**src/arpc_pkg.sv**
```systemverilog
package arpc_pkg;

  localparam int TableEntries = 8;
  localparam int MaxResults = 8;
  localparam int IdxW = (TableEntries > 1) ? $clog2(TableEntries) : 1;
  localparam int CntW = $clog2(MaxResults + 1);
  localparam int CfgIdxW = 3;
  localparam int CfgDataW = 32;
  localparam int MinFrameLen = 28;

  typedef enum logic [1:0] {
    ACT_RESOLVE = 2'd0,
    ACT_PACKET  = 2'd1,
    ACT_TICK    = 2'd2
  } act_e;

  typedef enum logic [1:0] {
    ST_FREE      = 2'd0,
    ST_OK        = 2'd1,
    ST_RESOLVING = 2'd2
  } st_e;

  typedef enum logic [1:0] {
    KIND_RESOLVED = 2'd0,
    KIND_PENDING  = 2'd1,
    KIND_REQUEST  = 2'd2,
    KIND_REPLY    = 2'd3
  } kind_e;

  typedef enum logic [CfgIdxW-1:0] {
    REG_LOCAL_IP     = 3'd0,
    REG_TIMER_PERIOD = 3'd1,
    REG_OK_LIFE      = 3'd2,
    REG_RES_LIFE     = 3'd3,
    REG_RETRY_LIMIT  = 3'd4
  } reg_e;

  typedef enum logic [2:0] {
    S_IDLE,
    S_SCAN,
    S_DECIDE,
    S_EMIT2,
    S_TREAD,
    S_TPROC,
    S_FLUSH
  } state_e;

  localparam logic [15:0] HwTypeEth = 16'h0001;
  localparam logic [15:0] ProtoIpv4 = 16'h0800;
  localparam logic [7:0] HwLenEth = 8'd6;
  localparam logic [7:0] ProtoLenIpv4 = 8'd4;
  localparam logic [15:0] OpRequest = 16'd1;
  localparam logic [15:0] OpReply = 16'd2;

  typedef struct packed {
    logic [1:0]  action;
    logic [31:0] query_ip;
    logic [10:0] frame_len;
    logic [15:0] hw_type;
    logic [15:0] proto_type;
    logic [7:0]  hw_len;
    logic [7:0]  proto_len;
    logic [15:0] opcode;
    logic [31:0] src_ip;
    logic [47:0] src_mac;
    logic [31:0] dst_ip;
  } in_t;

  typedef struct packed {
    logic [1:0]  kind;
    logic [31:0] peer_ip;
    logic [47:0] peer_mac;
    logic        last;
  } out_t;

  typedef struct packed {
    logic [31:0] ip;
    logic [47:0] mac;
    logic [15:0] life;
    logic [7:0]  retries;
  } entry_t;

endpackage

```
**src/arp_cache_engine.sv**
```systemverilog
// ARP cache of TableEntries entries. Ip, mac, lifetime and retry count sit in one
// synchronous RAM with one read per cycle; the entry status is kept in flops so reset
// frees the whole table at once. A resolve or a table-updating packet walks the RAM one
// entry a cycle and then decides, a miss sending a request ahead of its pending beat; a
// tick reads, then modifies and writes back, each entry in turn. Both may also wait on
// out_ready_i. Dropped packets and unused actions finish in the accept cycle.
// One item is handled at a time; results leave through a one-deep output register.
module arp_cache_engine import arpc_pkg::*; (
  input  logic                clk_i,
  input  logic                rst_ni,
  input  logic                in_valid_i,
  output logic                in_ready_o,
  input  in_t                 in_data_i,
  output logic                out_valid_o,
  input  logic                out_ready_i,
  output out_t                out_data_o,
  input  logic                cfg_we_i,
  input  logic [CfgIdxW-1:0]  cfg_idx_i,
  input  logic [CfgDataW-1:0] cfg_data_i
);

  typedef logic [IdxW-1:0] idx_t;
  localparam idx_t LastIdx = idx_t'(TableEntries - 1);

  state_e state_q, state_d;

  logic [31:0] local_ip_q;
  logic [15:0] period_q, ok_life_q, res_life_q;
  logic [7:0]  retry_lim_q;

  entry_t mem [TableEntries];
  entry_t rd_q;
  entry_t mem_wd;
  logic   mem_we;
  idx_t   mem_wa;

  logic [1:0] st_q [TableEntries];
  logic       st_we;
  idx_t       st_wa;
  logic [1:0] st_wd;

  // item context
  logic [31:0] key_q, key_d;
  logic [47:0] smac_q, smac_d;
  logic        learn_q, learn_d, reply_q, reply_d;

  // scan bookkeeping
  idx_t        idx_q, idx_d, chk_idx_q, chk_idx_d;
  logic        iss_done_q, iss_done_d, chk_v_q, chk_v_d;
  logic        found_q, found_d, free_found_q, free_found_d;
  idx_t        hit_idx_q, hit_idx_d, free_idx_q, free_idx_d, vict_idx_q, vict_idx_d;
  logic [1:0]  hit_st_q, hit_st_d;
  logic [47:0] hit_mac_q, hit_mac_d;
  logic [15:0] vict_life_q, vict_life_d;
  logic [CntW-1:0] n_q, n_d;

  // result staging: pr holds the newest result until we know whether it is the last
  logic pr_v_q, pr_v_d;
  out_t pr_q, pr_d;
  logic out_v_q, out_v_d;
  out_t out_q, out_d;

  logic in_fire, out_free, slot_free, pkt_ok, grat, to_us;
  logic [1:0] cur_st;
  logic t_live, t_expire, t_free_it, t_emit;

  assign in_ready_o = (state_q == S_IDLE);
  assign in_fire = in_valid_i && in_ready_o;
  assign out_valid_o = out_v_q;
  assign out_data_o = out_q;
  assign out_free = !out_v_q || out_ready_i;
  assign slot_free = !pr_v_q || out_free;

  assign pkt_ok = (in_data_i.frame_len >= 11'(MinFrameLen))
               && (in_data_i.hw_type == HwTypeEth) && (in_data_i.proto_type == ProtoIpv4)
               && (in_data_i.hw_len == HwLenEth) && (in_data_i.proto_len == ProtoLenIpv4)
               && ((in_data_i.opcode == OpRequest) || (in_data_i.opcode == OpReply));
  assign grat = (in_data_i.src_ip == in_data_i.dst_ip);
  assign to_us = (in_data_i.dst_ip == local_ip_q);

  assign cur_st = st_q[idx_q];
  assign t_live = (cur_st == ST_OK) || (cur_st == ST_RESOLVING);
  assign t_expire = t_live && !(rd_q.life > period_q);
  assign t_free_it = t_expire && (cur_st == ST_RESOLVING) && (rd_q.retries == 8'd0);
  assign t_emit = t_expire && !t_free_it && (n_q < CntW'(MaxResults));

  // next state
  always_comb begin
    state_d = state_q;
    case (state_q)
      S_IDLE: begin
        if (in_fire) begin
          case (in_data_i.action)
            ACT_RESOLVE: state_d = S_SCAN;
            ACT_PACKET:  if (pkt_ok && (grat || to_us)) state_d = S_SCAN;
            ACT_TICK:    state_d = S_TREAD;
            default:     state_d = S_IDLE;
          endcase
        end
      end
      S_SCAN:   if (chk_v_q && chk_idx_q == LastIdx) state_d = S_DECIDE;
      S_DECIDE: state_d = (!learn_q && !found_q) ? S_EMIT2 : S_FLUSH;
      S_EMIT2:  if (slot_free) state_d = S_FLUSH;
      S_TREAD:  state_d = S_TPROC;
      S_TPROC: begin
        if (!t_emit || slot_free) state_d = (idx_q == LastIdx) ? S_FLUSH : S_TREAD;
      end
      S_FLUSH:  if (!pr_v_q || out_free) state_d = S_IDLE;
      default:  state_d = S_IDLE;
    endcase
  end

  // datapath and outputs
  always_comb begin
    idx_t tgt;
    logic push, push_last;
    key_d = key_q;
    smac_d = smac_q;
    learn_d = learn_q;
    reply_d = reply_q;
    idx_d = idx_q;
    iss_done_d = iss_done_q;
    chk_v_d = 1'b0;
    chk_idx_d = idx_q;
    found_d = found_q;
    free_found_d = free_found_q;
    hit_idx_d = hit_idx_q;
    free_idx_d = free_idx_q;
    vict_idx_d = vict_idx_q;
    hit_st_d = hit_st_q;
    hit_mac_d = hit_mac_q;
    vict_life_d = vict_life_q;
    n_d = n_q;
    pr_v_d = pr_v_q;
    pr_d = pr_q;
    mem_we = 1'b0;
    mem_wa = idx_q;
    mem_wd = rd_q;
    st_we = 1'b0;
    st_wa = idx_q;
    st_wd = ST_FREE;
    push = 1'b0;
    push_last = 1'b0;
    tgt = found_q ? hit_idx_q : (free_found_q ? free_idx_q : vict_idx_q);

    case (state_q)
      S_IDLE: begin
        if (in_fire) begin
          idx_d = '0;
          iss_done_d = 1'b0;
          found_d = 1'b0;
          free_found_d = 1'b0;
          n_d = '0;
          smac_d = in_data_i.src_mac;
          learn_d = (in_data_i.action == ACT_PACKET);
          reply_d = !grat && (in_data_i.opcode == OpRequest);
          key_d = (in_data_i.action == ACT_PACKET) ? in_data_i.src_ip
                                                    : in_data_i.query_ip;
        end
      end
      S_SCAN: begin
        chk_v_d = !iss_done_q;
        if (!iss_done_q) begin
          if (idx_q == LastIdx) iss_done_d = 1'b1;
          else idx_d = idx_q + idx_t'(1);
        end
        if (chk_v_q) begin
          if (!found_q && st_q[chk_idx_q] != ST_FREE && rd_q.ip == key_q) begin
            found_d = 1'b1;
            hit_idx_d = chk_idx_q;
            hit_st_d = st_q[chk_idx_q];
            hit_mac_d = rd_q.mac;
          end
          if (!free_found_q && st_q[chk_idx_q] == ST_FREE) begin
            free_found_d = 1'b1;
            free_idx_d = chk_idx_q;
          end
          // victim only matters when no entry is free, so all lifetimes are written
          if (chk_idx_q == '0 || rd_q.life < vict_life_q) begin
            vict_idx_d = chk_idx_q;
            vict_life_d = rd_q.life;
          end
        end
      end
      S_DECIDE: begin
        if (learn_q) begin
          mem_we = 1'b1;
          mem_wa = tgt;
          mem_wd = '{ip: key_q, mac: smac_q, life: ok_life_q, retries: retry_lim_q};
          st_we = 1'b1;
          st_wa = tgt;
          st_wd = ST_OK;
          if (reply_q) begin
            pr_v_d = 1'b1;
            pr_d = '{kind: KIND_REPLY, peer_ip: key_q, peer_mac: smac_q, last: 1'b0};
          end
        end else if (found_q) begin
          pr_v_d = 1'b1;
          if (hit_st_q == ST_OK)
            pr_d = '{kind: KIND_RESOLVED, peer_ip: key_q, peer_mac: hit_mac_q, last: 1'b0};
          else
            pr_d = '{kind: KIND_PENDING, peer_ip: key_q, peer_mac: '0, last: 1'b0};
        end else begin
          mem_we = 1'b1;
          mem_wa = tgt;
          mem_wd = '{ip: key_q, mac: '0, life: res_life_q, retries: retry_lim_q};
          st_we = 1'b1;
          st_wa = tgt;
          st_wd = ST_RESOLVING;
          pr_v_d = 1'b1;
          pr_d = '{kind: KIND_REQUEST, peer_ip: key_q, peer_mac: '0, last: 1'b0};
        end
      end
      S_EMIT2: begin
        if (slot_free) begin
          push = pr_v_q;
          pr_v_d = 1'b1;
          pr_d = '{kind: KIND_PENDING, peer_ip: key_q, peer_mac: '0, last: 1'b0};
        end
      end
      S_TPROC: begin
        if (!t_emit || slot_free) begin
          if (idx_q != LastIdx) idx_d = idx_q + idx_t'(1);
          if (t_live && !t_expire) begin
            mem_we = 1'b1;
            mem_wd.life = rd_q.life - period_q;
          end else if (t_free_it) begin
            st_we = 1'b1;
            st_wd = ST_FREE;
          end else if (t_expire) begin
            mem_we = 1'b1;
            mem_wd.life = res_life_q;
            mem_wd.retries = (cur_st == ST_RESOLVING) ? rd_q.retries - 8'd1 : retry_lim_q;
            st_we = 1'b1;
            st_wd = ST_RESOLVING;
          end
          if (t_emit) begin
            push = pr_v_q;
            n_d = n_q + CntW'(1);
            pr_v_d = 1'b1;
            pr_d = '{kind: KIND_REQUEST, peer_ip: rd_q.ip, peer_mac: '0, last: 1'b0};
          end
        end
      end
      S_FLUSH: begin
        if (pr_v_q && out_free) begin
          push = 1'b1;
          push_last = 1'b1;
          pr_v_d = 1'b0;
        end
      end
      default: ;
    endcase

    out_d = out_q;
    out_v_d = out_v_q && !out_ready_i;
    if (push) begin
      out_v_d = 1'b1;
      out_d = pr_q;
      out_d.last = push_last;
    end
  end

  // table ram, one read port with registered data and one write port
  always_ff @(posedge clk_i) begin
    if (mem_we) mem[mem_wa] <= mem_wd;
    rd_q <= mem[idx_q];
  end

  always_ff @(posedge clk_i or negedge rst_ni) begin
    if (!rst_ni) begin
      for (int i = 0; i < TableEntries; i++) st_q[i] <= ST_FREE;
    end else if (st_we) begin
      st_q[st_wa] <= st_wd;
    end
  end

  always_ff @(posedge clk_i or negedge rst_ni) begin
    if (!rst_ni) begin
      local_ip_q <= '0;
      period_q <= 16'd1;
      ok_life_q <= 16'd5;
      res_life_q <= 16'd1;
      retry_lim_q <= 8'd4;
    end else if (cfg_we_i) begin
      case (cfg_idx_i)
        REG_LOCAL_IP:     local_ip_q <= cfg_data_i;
        REG_TIMER_PERIOD: period_q <= cfg_data_i[15:0];
        REG_OK_LIFE:      ok_life_q <= cfg_data_i[15:0];
        REG_RES_LIFE:     res_life_q <= cfg_data_i[15:0];
        REG_RETRY_LIMIT:  retry_lim_q <= cfg_data_i[7:0];
        default: ;
      endcase
    end
  end

  always_ff @(posedge clk_i or negedge rst_ni) begin
    if (!rst_ni) begin
      state_q <= S_IDLE;
      pr_v_q <= 1'b0;
      out_v_q <= 1'b0;
      chk_v_q <= 1'b0;
      iss_done_q <= 1'b0;
      found_q <= 1'b0;
      free_found_q <= 1'b0;
      n_q <= '0;
      idx_q <= '0;
    end else begin
      state_q <= state_d;
      pr_v_q <= pr_v_d;
      out_v_q <= out_v_d;
      chk_v_q <= chk_v_d;
      iss_done_q <= iss_done_d;
      found_q <= found_d;
      free_found_q <= free_found_d;
      n_q <= n_d;
      idx_q <= idx_d;
    end
  end

  always_ff @(posedge clk_i) begin
    key_q <= key_d;
    smac_q <= smac_d;
    learn_q <= learn_d;
    reply_q <= reply_d;
    chk_idx_q <= chk_idx_d;
    hit_idx_q <= hit_idx_d;
    free_idx_q <= free_idx_d;
    vict_idx_q <= vict_idx_d;
    hit_st_q <= hit_st_d;
    hit_mac_q <= hit_mac_d;
    vict_life_q <= vict_life_d;
    pr_q <= pr_d;
    out_q <= out_d;
  end

  a_we_state: assert property (@(posedge clk_i) disable iff (!rst_ni)
    mem_we |-> (state_q == S_DECIDE || state_q == S_TPROC))
    else $error("table write outside a write state");

  a_idle_empty: assert property (@(posedge clk_i) disable iff (!rst_ni)
    state_q == S_IDLE |-> !pr_v_q)
    else $error("staged result left behind at idle");

  a_st_code: assert property (@(posedge clk_i) disable iff (!rst_ni)
    st_we |-> (st_wd == ST_FREE || st_wd == ST_OK || st_wd == ST_RESOLVING))
    else $error("bad status code written");

  a_out_hold: assert property (@(posedge clk_i) disable iff (!rst_ni)
    out_v_q && !out_ready_i |=> out_v_q && $stable(out_q))
    else $error("output beat lost under stall");

endmodule
```
**config.mk**
```make
export PLATFORM = sky130hd
export DESIGN_NAME = arp_cache_engine
export DESIGN_NICKNAME = d
export VERILOG_FILES = /design/src/arpc_pkg.sv /design/src/arp_cache_engine.sv
export SDC_FILE = /design/constraint.sdc
export NUM_CORES = 2
export LEC_CHECK = 0
export BUFFER_PORTS_ARGS = -buffer_cell sky130_fd_sc_hd__buf_2
export CAP_MARGIN = 20
export CORE_AREA = 10 10 426 511
export CTS_CLUSTER_DIAMETER = 150
export DETAILED_ROUTE_END_ITERATION = 8
export DIE_AREA = 0 0 436 521
export GPL_ROUTABILITY_DRIVEN = 1
export GPL_TIMING_DRIVEN = 0
export PLACE_DENSITY_LB_ADDON = 0.08
export RECOVER_POWER = 25
export SKIP_CTS_REPAIR_TIMING = 1
export SLEW_MARGIN = 10
export SYNTH_ARGS = -nofsm -noshare
export SYNTH_HDL_FRONTEND = slang
export SYNTH_SLANG_ARGS = --single-unit
```
**constraint.sdc**
```tcl
create_clock -name clk_i -period 15.7 [get_ports clk_i]
set_input_delay 0 -clock clk_i [delete_from_list [all_inputs] [get_ports clk_i]]
set_output_delay 0 -clock clk_i [all_outputs]
set_load 0.005 [all_outputs]
```
==> results.toml <==
[global_route]
grt_use_total = 0.149
grt_pass1_vias = 31700
antenna_found_initial = 17
globalRouteOverflowTotal = 0
grt_pass1_wl_um = 244000
grt_max_degree = 92

[timing]
rsz0062_at_grt = "no"
setup-violations-final = 0
worst_pin_slew_ps = 5580
final.period_utilization = 0.434
slew_viol_final = 227
fmax_mhz = 147
slew_headroom = -2.72
clock_skew_ps = 33.7
fin_crit_ps = 6810
hold_viol = 1
whs_ps = -9.11

[routing]
via_per_inst = 4.43
wl_met1_um = 76200
drt_pre_antenna_iters = 5
met3_length_um = 6610
drtIter0Drc = 2088
routedWlPerCell_um = 25.2
highest_layer = "met5"
ant_nets = 0
met2WireLength_um = 85300
drc = 0
vias = 30400
drt-total-wl_um = 173000

[placement]
numPortBuffers = 341
hpwl_um = 120000
routabilityCongestion = 0.827

[die]
initial_utilization = 0.259
num_rows = 183
die_y_um = 521
die_x_um = 436
ios = 346
core-area_um2 = 207000
die_area_um2 = 227000

[setup_path]
critical_path_class = "reg2reg"
reg2regPathDepth = 17
crit_arrival_ps = 7320
cp.required_ps = 16210
worst_setup_path_end_kind = "flop"
critPathMaxFanout = 18
cp-start-kind = "flop"

[power_and_ir_drop]
p_leak_uw = 0.0236
power_density_nw_per_um2 = 169
power_uw = 11500
ir_drop_uv = 81.9

[clock_network]
cts_buffer_depth = 3
cts_made_buffers = 158
cts_tree = "yes"
clkLatencyLatePin_ps = 820
cts.sinks = 1381
clkTransAtPathRegs_ps = 60
cts_root_buf = "clkbuf_16"
htreeDepth = 4

[synth]
synth_cell_types = 68
synth-edff-count = 1154
ys_seq_area_frac = 0.742
synth_most_common_cell = "edfxtp_1"
synth-main-ff-cell = "edfxtp_1"
syn_area_um2 = 53600
synthTopCellsByArea = "edfxtp_1 (65%), mux4_2 (9.1%), dfrtp_1 (5.4%), nand2_1 (4.0%), dfxtp_1 (4.0%)"
ys_ff_latch = 1381
ys_warn_count = 0
synth_area_per_cell_um2 = 17.1
synthArstFlopShare = 0.0869
synth_top_area_frac = 0.646
postSynthCellCount = 3138
synth_common_cells = "edfxtp_1 (1154), nand2_1 (573), mux4_2 (216), mux2_2 (116), dfrtp_1 (115)"
syn-num-nets = 3436
netlist.top_cell.by_area = "edfxtp_1"

[cells_and_area]
fillers = 20300
nets = 4244
drive_gt1_frac = 0.234
finish.utilization = 0.328
area_delta_synth_final_pct = 26.7

[worst_hold_path]
hp-class = "in2reg"
holdPathStages = 7

[run_status]
violations = "negative hold slack, max-capacitance violations, max-slew violations"
status = "finished with violations"

[flow_run]
max_cap_violations = 6
## cell type report
type,instances,area [µm²],area share
Buffer,143,564,0.00830
Multi-Input combinational cell,1569,13200,0.194
Tap cell,2775,3470,0.0511
Antenna cell,5,12.5,0.000184
Sequential cell,1381,39800,0.586
Clock inverter,85,1020,0.0150
Inverter,45,170,0.00250
Timing Repair Buffer,648,5370,0.0791
Clock buffer,212,4370,0.0643
## power by group
part,switching (µW),internal [µW],total (µW)
logic,1580,918,2500
clock network,1570,2240,3820
registers,278,4870,5150
total,3430,8030,11500
## worst paths after layout
check | startpoint | slack (ps) | end
max | chk_idx_d[0] | 8890 | mem[7][57]
min | in_data_i[146] | -9 | state_q[2]
max reg2reg | chk_idx_d[0] | 8890 | mem[7][57]
min reg2reg | chk_idx_d[1] | 410 | chk_idx_q[1]
max in group asynchronous | rst_ni | 10050 | st_q[9]
min in group asynchronous | rst_ni | 930 | pr_v_q
## cells in the final DEF, fill, tap and decap left out, types with 9 or more instances in the layout
cell type	netlist	final
dfrtp_1	115	115
nand3_1	17	17
clkinv_2	0	32
buf_16	0	24
nor2_4	1	10
nor4_1	27	27
inv_1	43	42
nor3_1	13	13
clkbuf_8	0	19
dlygate4sd3_1	0	220
buf_4	0	11
a22oi_1	56	56
a21oi_1	26	26
dfxtp_1	107	107
nand4_1	24	24
mux2_2	116	106
a21o_1	13	13
edfxtp_1	1154	1154
clkbuf_16	0	159
mux4_2	216	216
nor2_1	105	96
nand2b_1	13	13
mux2_1	7	17
a31oi_1	10	10
a22o_1	50	50
clkbuf_1	99	226
o21ai_1	10	11
buf_1	25	25
a221o_1	15	15
buf_2	19	272
buf_12	0	34
nand2_1	573	572
xnor2_1	52	52
clkinv_1	0	17
ha_1	36	36
o21ai_0	41	40
xor2_1	65	65
bufinv_16	0	16
a211oi_1	9	9
## stage by stage
stage | setup slack [ps] | setup TNS [ps] | instance area [µm²] | std cells
after global routing | 8470 | 0 | 68000 | 6862
after global placement | -1580 | -1028600 | 58800 | 6254
after floorplan | 7820 | 0 | 53600 | 3138
after CTS | 8630 | 0 | 65900 | 6634
final | 8890 | 0 | 68000 | 6863
after detailed placement | 8650 | 0 | 60500 | 6337
## kinds of logic (layout without fill, tap and decap cells)
| logic type | count (synthesis) | in the layout | share of synthesized area |
|---|---|---|---|
| buffers and inverters | 188 | 1133 | 0.0136 |
| AND/OR/NAND/NOR | 807 | 807 | 0.0628 |
| AO/OA/AOI/OAI | 264 | 264 | 0.0360 |
| multiplexers | 344 | 344 | 0.118 |
| XOR/XNOR | 117 | 117 | 0.0191 |
| other | 0 | 5 | 0 |
| flip-flops | 1381 | 1381 | 0.742 |
| adder cells (fa/ha/maj) | 37 | 37 | 0.00877 |
## routing by layer
layer	up-vias	global-route usage
met5	-	0
met3	247	0.0298
met1	15800	0.192
met2	647	0.254
met4	14	0.0411
li1	13700	-
## critical path, cell delays in order (launching register included)
cell and delay (ps):
dfrtp_1 400, clkbuf_1 800, clkbuf_1 810, buf_2 520, mux4_2 560, nand2_1 80, nand2_1 100, ha_1 260
nand4_1 280, inv_1 130, o21ai_0 170, a21oi_1 300, or2_2 500, nor2_4 640, buf_12 290, buf_12 230
buf_12 210, buf_16 170
## flip-flops by register name, summed over array words and instances (netlist names), 4 cells and up
register,cells
local_ip_q,32
n_q,4
rd_q,104
out_data_o,83
smac_q,48
res_life_q,16
period_q,16
vict_life_q,16
retry_lim_q,8
ok_life_q,16
key_q,32
st_q,16
mem,832
pr_q,82
hit_mac_q,48
Power figures use the tool's default switching activity.
